$ cat src/ssiq_pkg.sv
// ----------------------------------------------------------------------------
// ssiq_pkg
// Shared constants and types of the stable sorted insert queue.
// ----------------------------------------------------------------------------
package ssiq_pkg;

    // default sizes
    localparam int DEPTH_DEF        = 16;
    localparam int KEY_BITS_DEF     = 16;
    localparam int PAYLOAD_BITS_DEF = 16;

    // operation codes
    localparam logic [1:0] OP_APPEND  = 2'd0;
    localparam logic [1:0] OP_ORDERED = 2'd1;
    localparam logic [1:0] OP_POP     = 2'd2;
    localparam logic [1:0] OP_QUERY   = 2'd3;

    // controller to datapath commands
    typedef struct packed {
        logic capture;  // item accepted: evaluate compares, latch request
        logic apply;    // shift cells and update count
        logic load;     // load result register from the updated queue
    } ssiq_cmd_t;

endpackage

$ cat src/ssiq_ctrl.sv
// ----------------------------------------------------------------------------
// ssiq_ctrl
// Sequencer of the queue: accept, apply, result load, output valid.
// ----------------------------------------------------------------------------
module ssiq_ctrl (
    input  logic              aclk,
    input  logic              aresetn,
    input  logic              s_tvalid,
    output logic              s_tready,
    output logic              m_tvalid,
    input  logic              m_tready,
    output ssiq_pkg::ssiq_cmd_t cmd
);
    import ssiq_pkg::*;

    localparam logic [1:0] ST_IDLE  = 2'd0;
    localparam logic [1:0] ST_APPLY = 2'd1;
    localparam logic [1:0] ST_DONE  = 2'd2;

    logic [1:0] state_reg, state_next;
    logic       m_valid_reg, m_valid_next;
    logic       out_free;
    logic       in_acc;

    // output slot can take a new result
    assign out_free = !m_valid_reg || m_tready;
    assign s_tready = (state_reg == ST_IDLE) || ((state_reg == ST_DONE) && out_free);
    assign in_acc   = s_tvalid && s_tready;
    assign m_tvalid = m_valid_reg;

    // commands
    always_comb begin
        cmd.capture = in_acc;
        cmd.apply   = (state_reg == ST_APPLY);
        cmd.load    = (state_reg == ST_DONE) && out_free;
    end

    // next state
    always_comb begin
        state_next = state_reg;
        case (state_reg)
            ST_IDLE: begin
                if (in_acc) state_next = ST_APPLY;
            end
            ST_APPLY: begin
                state_next = ST_DONE;
            end
            ST_DONE: begin
                if (out_free) state_next = in_acc ? ST_APPLY : ST_IDLE;
            end
            default: begin
                state_next = ST_IDLE;
            end
        endcase
    end

    // output valid
    always_comb begin
        if (cmd.load)      m_valid_next = 1'b1;
        else if (m_tready) m_valid_next = 1'b0;
        else               m_valid_next = m_valid_reg;
    end

    always_ff @(posedge aclk) begin
        if (!aresetn) begin
            state_reg   <= ST_IDLE;
            m_valid_reg <= 1'b0;
        end else begin
            state_reg   <= state_next;
            m_valid_reg <= m_valid_next;
        end
    end

endmodule

$ cat src/ssiq_datapath.sv
// ----------------------------------------------------------------------------
// ssiq_datapath
// Row of key/payload cells with per-cell compares, shift insert and pop,
// count, tail copy and result register.
// ----------------------------------------------------------------------------
module ssiq_datapath #(
    parameter int DEPTH        = ssiq_pkg::DEPTH_DEF,
    parameter int KEY_BITS     = ssiq_pkg::KEY_BITS_DEF,
    parameter int PAYLOAD_BITS = ssiq_pkg::PAYLOAD_BITS_DEF,
    parameter int CNT_W        = $clog2(DEPTH + 1)
) (
    input  logic                    aclk,
    input  logic                    aresetn,
    input  ssiq_pkg::ssiq_cmd_t     cmd,
    input  logic                    cfg_wr_en,
    input  logic                    cfg_wr_data,
    input  logic [1:0]              in_operation,
    input  logic [KEY_BITS-1:0]     in_key,
    input  logic [PAYLOAD_BITS-1:0] in_payload,
    output logic                    out_accepted,
    output logic [KEY_BITS-1:0]     out_popped_key,
    output logic [PAYLOAD_BITS-1:0] out_popped_payload,
    output logic [CNT_W-1:0]        out_entry_count,
    output logic                    out_is_empty,
    output logic [KEY_BITS-1:0]     out_head_key,
    output logic [PAYLOAD_BITS-1:0] out_head_payload,
    output logic [KEY_BITS-1:0]     out_tail_key,
    output logic [PAYLOAD_BITS-1:0] out_tail_payload
);
    import ssiq_pkg::*;

    localparam int LOG_D = $clog2(DEPTH);

    // cells, slot 0 is the head
    logic [KEY_BITS-1:0]     key_reg  [DEPTH];
    logic [PAYLOAD_BITS-1:0] pay_reg  [DEPTH];
    logic [KEY_BITS-1:0]     key_next [DEPTH];
    logic [PAYLOAD_BITS-1:0] pay_next [DEPTH];
    logic [KEY_BITS-1:0]     up_key   [DEPTH];
    logic [PAYLOAD_BITS-1:0] up_pay   [DEPTH];
    logic [KEY_BITS-1:0]     dn_key   [DEPTH];
    logic [PAYLOAD_BITS-1:0] dn_pay   [DEPTH];

    logic                    cmp_en_reg;
    logic [CNT_W-1:0]        count_reg, count_next;
    logic [KEY_BITS-1:0]     tail_key_reg;
    logic [PAYLOAD_BITS-1:0] tail_pay_reg;

    // latched request
    logic [DEPTH-1:0]        hit_reg;
    logic                    ins_reg, pop_reg, ok_reg, tail_new_reg;
    logic [KEY_BITS-1:0]     new_key_reg, pop_key_reg;
    logic [PAYLOAD_BITS-1:0] new_pay_reg, pop_pay_reg;

    // result register
    logic                    res_acc_reg;
    logic [KEY_BITS-1:0]     res_pk_reg, res_hk_reg, res_tk_reg;
    logic [PAYLOAD_BITS-1:0] res_pp_reg, res_hp_reg, res_tp_reg;
    logic [CNT_W-1:0]        res_cnt_reg;

    logic [DEPTH-1:0]        hit, occ_mask, pre, shift_mask, at;
    logic                    full, empty, is_ins, is_pop, ordered;

    assign full    = (count_reg == CNT_W'(DEPTH));
    assign empty   = (count_reg == '0);
    assign is_ins  = (in_operation == OP_APPEND) || (in_operation == OP_ORDERED);
    assign is_pop  = (in_operation == OP_POP);
    assign ordered = (in_operation == OP_ORDERED) && cmp_en_reg;

    // per-cell placement candidates: before the head, between two keys, or at the tail
    always_comb begin
        for (int j = 0; j < DEPTH; j++) begin
            occ_mask[j] = (CNT_W'(j) < count_reg);
            if (j == 0) begin
                hit[j] = ordered && occ_mask[j] && (in_key < key_reg[0]);
            end else begin
                hit[j] = ordered && occ_mask[j] &&
                         (in_key >= key_reg[(j > 0) ? j - 1 : 0]) && (in_key < key_reg[j]);
            end
            if (CNT_W'(j) == count_reg) hit[j] = 1'b1;
        end
    end

    // first candidate wins: prefix OR in log steps
    always_comb begin
        pre = hit_reg;
        for (int s = 0; s < LOG_D; s++) begin
            pre = pre | (pre << (1 << s));
        end
        shift_mask = pre << 1;
        at         = hit_reg & ~shift_mask;
    end

    // neighbor taps of each cell
    for (genvar g = 0; g < DEPTH; g++) begin : g_tap
        if (g == 0) begin : g_first
            assign up_key[g] = key_reg[g];
            assign up_pay[g] = pay_reg[g];
        end else begin : g_mid
            assign up_key[g] = key_reg[g-1];
            assign up_pay[g] = pay_reg[g-1];
        end
        if (g == DEPTH - 1) begin : g_last
            assign dn_key[g] = key_reg[g];
            assign dn_pay[g] = pay_reg[g];
        end else begin : g_inner
            assign dn_key[g] = key_reg[g+1];
            assign dn_pay[g] = pay_reg[g+1];
        end
    end

    // cell next values
    always_comb begin
        for (int j = 0; j < DEPTH; j++) begin
            key_next[j] = key_reg[j];
            pay_next[j] = pay_reg[j];
            if (cmd.apply && ins_reg) begin
                if (shift_mask[j]) begin
                    key_next[j] = up_key[j];
                    pay_next[j] = up_pay[j];
                end else if (at[j]) begin
                    key_next[j] = new_key_reg;
                    pay_next[j] = new_pay_reg;
                end
            end else if (cmd.apply && pop_reg) begin
                key_next[j] = dn_key[j];
                pay_next[j] = dn_pay[j];
            end
        end
    end

    always_comb begin
        count_next = count_reg;
        if (cmd.apply && ins_reg)      count_next = count_reg + CNT_W'(1);
        else if (cmd.apply && pop_reg) count_next = count_reg - CNT_W'(1);
    end

    // cells and tail copy
    always_ff @(posedge aclk) begin
        for (int j = 0; j < DEPTH; j++) begin
            key_reg[j] <= key_next[j];
            pay_reg[j] <= pay_next[j];
        end
        if (cmd.apply && ins_reg && tail_new_reg) begin
            tail_key_reg <= new_key_reg;
            tail_pay_reg <= new_pay_reg;
        end
    end

    // control state: count and compare enable
    always_ff @(posedge aclk) begin
        if (!aresetn) begin
            count_reg  <= '0;
            cmp_en_reg <= 1'b1;
        end else begin
            count_reg <= count_next;
            if (cfg_wr_en) cmp_en_reg <= cfg_wr_data;
        end
    end

    // request latch on accept
    always_ff @(posedge aclk) begin
        if (!aresetn) begin
            ins_reg <= 1'b0;
            pop_reg <= 1'b0;
        end else if (cmd.capture) begin
            ins_reg <= is_ins && !full;
            pop_reg <= is_pop && !empty;
        end
    end

    always_ff @(posedge aclk) begin
        if (cmd.capture) begin
            hit_reg      <= hit;
            tail_new_reg <= !(|(hit & occ_mask));
            new_key_reg  <= in_key;
            new_pay_reg  <= in_payload;
            ok_reg       <= is_ins ? !full : (is_pop ? !empty : 1'b1);
            pop_key_reg  <= (is_pop && !empty) ? key_reg[0] : '0;
            pop_pay_reg  <= (is_pop && !empty) ? pay_reg[0] : '0;
        end
    end

    // result register
    always_ff @(posedge aclk) begin
        if (cmd.load) begin
            res_acc_reg <= ok_reg;
            res_pk_reg  <= pop_key_reg;
            res_pp_reg  <= pop_pay_reg;
            res_cnt_reg <= count_reg;
            res_hk_reg  <= empty ? '0 : key_reg[0];
            res_hp_reg  <= empty ? '0 : pay_reg[0];
            res_tk_reg  <= empty ? '0 : tail_key_reg;
            res_tp_reg  <= empty ? '0 : tail_pay_reg;
        end
    end

    assign out_accepted       = res_acc_reg;
    assign out_popped_key     = res_pk_reg;
    assign out_popped_payload = res_pp_reg;
    assign out_entry_count    = res_cnt_reg;
    assign out_is_empty       = (res_cnt_reg == '0);
    assign out_head_key       = res_hk_reg;
    assign out_head_payload   = res_hp_reg;
    assign out_tail_key       = res_tk_reg;
    assign out_tail_payload   = res_tp_reg;

endmodule

$ cat src/stable_sorted_insert_queue.sv
// ----------------------------------------------------------------------------
// stable_sorted_insert_queue
// Bounded queue with append, stable ordered insert, pop and query.
//
//   channel  | direction | contents
//   s_*      | in        | operation, entry_key, entry_payload
//   m_*      | out       | accepted, popped entry, count, empty, head, tail
//   cfg_*    | in        | compare_enabled
//
// Each item is taken in the accepting cycle, which latches the parallel key
// compares of all cells; the apply state then shifts the cell row, and the
// result register loads in the done state, together with the next item.
// Reset empties the queue and sets compare_enabled; cell contents stay as is.
// A stalled m_ side holds the result and the next item's completion.
// ----------------------------------------------------------------------------
module stable_sorted_insert_queue #(
    parameter int DEPTH        = ssiq_pkg::DEPTH_DEF,
    parameter int KEY_BITS     = ssiq_pkg::KEY_BITS_DEF,
    parameter int PAYLOAD_BITS = ssiq_pkg::PAYLOAD_BITS_DEF,
    parameter int CNT_W        = $clog2(DEPTH + 1),
    parameter int IN_W         = ((2 + KEY_BITS + PAYLOAD_BITS + 7) / 8) * 8,
    parameter int OUT_W        = ((3 + CNT_W + 3 * KEY_BITS + 3 * PAYLOAD_BITS + 7) / 8) * 8
) (
    input  logic             aclk,
    input  logic             aresetn,
    input  logic             cfg_wr_en,
    input  logic             cfg_wr_data,     // compare_enabled
    input  logic             s_tvalid,
    output logic             s_tready,
    input  logic [IN_W-1:0]  s_tdata,         // operation, entry_key, entry_payload
    output logic             m_tvalid,
    input  logic             m_tready,
    output logic [OUT_W-1:0] m_tdata          // accepted, popped_key, popped_payload,
                                              // entry_count, is_empty, head_key,
                                              // head_payload, tail_key, tail_payload
);
    import ssiq_pkg::*;

    ssiq_cmd_t               cmd;
    logic                    acc, emp;
    logic [KEY_BITS-1:0]     pk, hk, tk;
    logic [PAYLOAD_BITS-1:0] pp, hp, tp;
    logic [CNT_W-1:0]        cnt;

    ssiq_ctrl u_ctrl (
        .aclk     (aclk),
        .aresetn  (aresetn),
        .s_tvalid (s_tvalid),
        .s_tready (s_tready),
        .m_tvalid (m_tvalid),
        .m_tready (m_tready),
        .cmd      (cmd)
    );

    ssiq_datapath #(
        .DEPTH        (DEPTH),
        .KEY_BITS     (KEY_BITS),
        .PAYLOAD_BITS (PAYLOAD_BITS),
        .CNT_W        (CNT_W)
    ) u_dp (
        .aclk               (aclk),
        .aresetn            (aresetn),
        .cmd                (cmd),
        .cfg_wr_en          (cfg_wr_en),
        .cfg_wr_data        (cfg_wr_data),
        .in_operation       (s_tdata[1:0]),
        .in_key             (s_tdata[KEY_BITS+1:2]),
        .in_payload         (s_tdata[KEY_BITS+PAYLOAD_BITS+1:KEY_BITS+2]),
        .out_accepted       (acc),
        .out_popped_key     (pk),
        .out_popped_payload (pp),
        .out_entry_count    (cnt),
        .out_is_empty       (emp),
        .out_head_key       (hk),
        .out_head_payload   (hp),
        .out_tail_key       (tk),
        .out_tail_payload   (tp)
    );

    // pack result, first field lowest
    assign m_tdata = OUT_W'({tp, tk, hp, hk, emp, cnt, pp, pk, acc});

endmodule

$ cat config.mk
export PLATFORM = sky130hd
export DESIGN_NAME = stable_sorted_insert_queue
export DESIGN_NICKNAME = d
export VERILOG_FILES = /design/src/ssiq_pkg.sv /design/src/ssiq_ctrl.sv /design/src/ssiq_datapath.sv /design/src/stable_sorted_insert_queue.sv
export SDC_FILE = /design/constraint.sdc
export NUM_CORES = 2
export LEC_CHECK = 0
export BUFFER_PORTS_ARGS = -buffer_cell sky130_fd_sc_hd__buf_4
export CORE_ASPECT_RATIO = 0.75
export CORE_UTILIZATION = 60
export DETAILED_ROUTE_END_ITERATION = 8
export MAX_ROUTING_LAYER = met4
export PLACE_DENSITY = 0.87
export SETUP_SLACK_MARGIN = 0.02
export SYNTH_ARGS = -nofsm -noshare
export SYNTH_HDL_FRONTEND = slang
export SYNTH_HIERARCHICAL = 1
export SYNTH_SLANG_ARGS = --single-unit
$ cat constraint.sdc
create_clock -name aclk -period 6.1 [get_ports aclk]
set_input_delay 0.915 -clock aclk [delete_from_list [all_inputs] [get_ports aclk]]
set_output_delay 0.915 -clock aclk [all_outputs]
set_load 0.03 [all_outputs]
==> impl_results.md <==
* Sw Share at 22.84%
* Die area at 0.06793 mm2
* Kind of critical path: reg -> reg
* DRC viols at 0
* Yosys warns at 6
* Critical path required time at between 6 and 7 ns
* Hold slack at approximately 0.41 ns
* Hold Path End: u_dp/out_popped_key[11]
* Mapped cell area at ~0.040 mm2
* Largest net degree at the start of global routing at approximately 250
* Number of buffers inserted by post-CTS setup repair at 0
* I/O Buffers at ~140
* Most frequent cells in the layout: edfxtp_1 (728), nand2_1 (644), mux2i_1 (419)
* Endpoint class of the critical path: register
* Worst r2r src: u_dp/hit_reg[1]
* Net Switching at about 2.5 mW
* Status: finished, final reports clean
* Reg-to-reg slack, setup at around 1.7 ns
* Final core utilization at just under 70%
* FF+latch count, synth at between 700 and 800
* H-tree depth at 3
* Syn Area/Cell at 10.97 um2
* Synth unique cells at between 60 and 70
* Layout cells sized above 1 at under 10%
* CP most frequent cell: buf_4
* Final worst clock skew at approximately 0.020 ns
* Final Power at 10.78 mW
* Filler cell count at around 4,800
* CTS root buffer: clkbuf_16
* WP data arrival at 4.74 ns
* Leak at about 17 nW
* RSZ-0062 raised after global routing: no
* Min Tclk post-route at 4.401 ns
* First-pass GRT wire length at approximately 150,000 um
* Num CTS Buffers at between 70 and 80
* Clock slew at reported path FFs at roughly 0.06 ns
* Max-cap violations at 0
* Clock buffer depth at 3
* Flop pwr share at between 50% and 60%
* Global route total overflow at 0
* Pwr dens at 244.0 mW/mm2
* Area Growth Syn to Fin at 10.13%
* CP Max Fanout at 37
* Cells after Synth at roughly 3,700
* Final HPWL DP at 67,200 um
* Post-CTS sizing at 0
* Post-layout worst setup margin at approximately 1.7 ns
* Initial cell density of the core at just over 60%
* Global Route Usage Sum at 29.67%
* Hold depth at 0
* Commonest non-fill, non-tap cell in the layout: edfxtp_1
* Hold Crit Start: u_dp/pop_key_reg[11]
* WL/cell at roughly 21 um
* Final hold vios at 0
* Worst-margin pin slew at roughly 1.3 ns
* Cell Chain, Critical Path: or3_2, or4_2, buf_4, nor2_4, buf_4, mux2i_1, o21ai_0
* Slew margin rel. at between 10% and 20%
* Combinational share of power at 5.6%
* Gpl congestion at between 0.9 and 1
* Final period util at between 70 and 80%
* Worst path slowest cell: nor2_4
* Cell Int Power at between 8 and 9 mW
* Slew Limit Fails at 0
* Post-Route WL at about 100,000 um
* Vias/cell at roughly 6.2
* Worst path max stage delay at 0.99 ns
* Vias in the first global route at between 20,000 and 30,000
* Iteration count of the initial detailed-routing pass at 6
* Buffers and inverters on the worst path at 2
* Worst r2r dst: u_dp/pay_reg[0][119]
* Final setup fails at 0
* R2r worst-path depth at 7
* Clk pwr share at about two fifths
* CP top delay family: simple AND/OR/NAND/NOR gates
* Core area at 0.06567 mm2
* Worst skew pair latency at between 0.6 and 0.7 ns
* I/O pin count at between 150 and 200
* Maximum vdd drop at 0.2919 mV
* Vias at ~29,000
* Dpl ws at 1.759 ns
* Startpoint type of the worst setup path: register
* CTS tree: built
* Asr flop ratio synth at 0%
* Initial antenna violation count at 1
* Post-Route Setup TNS at 0 ns
* Row Count at a little over 80
* CTS sink count at about 740
* Final ANT Viol Nets at 0
* DR iter-0 viols at 3,070
* Syn nets at slightly below 4,000
* Min-delay worst type: reg -> reg
* Die Height at 226.0 um
* Die width at around 300 um
* Nets at between 4,000 and 5,000
* Hold-fix buffers at CTS at 0
* Fmax at 227.2 MHz
* Number of flops mapped to enable cells by yosys at 728
* Register area share after synthesis at a little under three fifths
* Ys flop type: edfxtp_1
[layout make-up]
class / instances / area [um2] / share of cell area [%]
clock inverter: 35 / 305.3 / 0.6908
antenna: 1 / 2.502 / 0.005662
tap: 871 / 1090 / 2.466
multi-input combinational: 2447 / 16410 / 37.12
sequential: 739 / 22080 / 49.96
inverter: 252 / 945.9 / 2.140
timing repair buffer: 186 / 1434 / 3.244
clock buffer: 89 / 1929 / 4.366
[through the flow]
stage          instances  area, um2
6_report            4620      44190
5_1_grt             4620      44190
4_1_cts             4619      44190
3_5_place_dp        4495      41960
3_3_place_gp        4495      41960
2_1_floorplan       3658      40130
[routing by layer]
| layer | global-route usage [%] | vias to the layer above | part of all wire (%) |
|---|---|---|---|
| met5 | - | - | 0 |
| met4 | 8.335 | 0 | 2.1 |
| met3 | 5.483 | 165 | 8.7 |
| met2 | 45.63 | 1270 | 46 |
| met1 | 40.52 | 14020 | 43 |
| li1 | - | 13260 | - |
[power groups by stage]
stage / sequential, mW / combinational, mW / clock, mW
final: 5.77 / 0.608 / 4.41
after global routing: 5.78 / 0.669 / 4.64
after CTS: 5.77 / 0.599 / 4.46
after detailed placement: 5.87 / 0.595 / 0
after global placement: 5.87 / 0.565 / 0
after floorplan: 5.84 / 0.372 / 0
[worst reg2reg max path, cell delays in order, from the launching register on]
cell      delay (ns)
edfxtp_1        0.45
or3_2           0.90
or4_2           0.77
buf_4           0.37
nor2_4          1.00
buf_4           0.34
mux2i_1         0.19
o21ai_0         0.10
[cell families after synthesis]
family / share of synthesized area [%]
AND/OR/NAND/NOR: 10.91
other: 0.009345
XOR/XNOR: 0.06549
AO/OA/AOI/OAI: 10.32
multiplexers: 10.93
buffers and inverters: 4.633
adder cells (fa/ha/maj): 8.107
flip-flops: 55.02
[Yosys cell counts, types with 4 or more instances]
| master | n | area [um2] |
|---|---|---|
| nor2b_1 | 21 | 131.4 |
| a211o_1 | 7 | 61.31 |
| ha_1 | 260 | 3253 |
| nand3_1 | 16 | 80.08 |
| a31oi_1 | 38 | 237.7 |
| o21a_1 | 13 | 97.59 |
| buf_2 | 19 | 95.09 |
| o211ai_1 | 15 | 112.6 |
| o21ai_0 | 250 | 1251 |
| nand4_1 | 47 | 294.0 |
| nor2_1 | 81 | 304.0 |
| and2_1 | 89 | 556.8 |
| a21oi_1 | 122 | 610.6 |
| mux2_1 | 17 | 191.4 |
| buf_4 | 15 | 112.6 |
| and3_1 | 4 | 25.02 |
| nand2_1 | 646 | 2425 |
| or2_2 | 4 | 25.02 |
| nor4_1 | 11 | 68.82 |
| mux2i_1 | 419 | 4194 |
| o21ai_1 | 257 | 1286 |
| buf_1 | 12 | 45.04 |
| a2111oi_0 | 4 | 35.03 |
| a211oi_1 | 13 | 97.59 |
| nand2b_1 | 12 | 75.07 |
| inv_1 | 252 | 945.9 |
| edfxtp_1 | 728 | 21860 |
| a221oi_1 | 4 | 35.03 |
| or4_1 | 5 | 37.54 |
| dfxtp_1 | 11 | 220.2 |
| a21o_1 | 12 | 90.09 |
| nor3_1 | 21 | 105.1 |
| clkbuf_1 | 173 | 649.4 |
| or3_1 | 9 | 56.30 |
[worst max path at each step]
stage | slack [ns] | end | depth (start not counted) | startpoint
after floorplan | 1.49 | u_dp/key_reg[0][100] | 8 | u_dp/hit_reg[0]
after global placement | 1.85 | u_dp/pay_reg[0][119] | 7 | u_dp/hit_reg[1]
after detailed placement | 1.76 | u_dp/pay_reg[0][119] | 7 | u_dp/hit_reg[1]
after CTS | 1.75 | u_dp/pay_reg[0][119] | 7 | u_dp/hit_reg[1]
after global routing | 1.53 | u_dp/pay_reg[0][115] | 7 | u_dp/hit_reg[1]
final | 1.70 | u_dp/pay_reg[0][119] | 7 | u_dp/hit_reg[1]
Power figures use the tool's default switching activity.
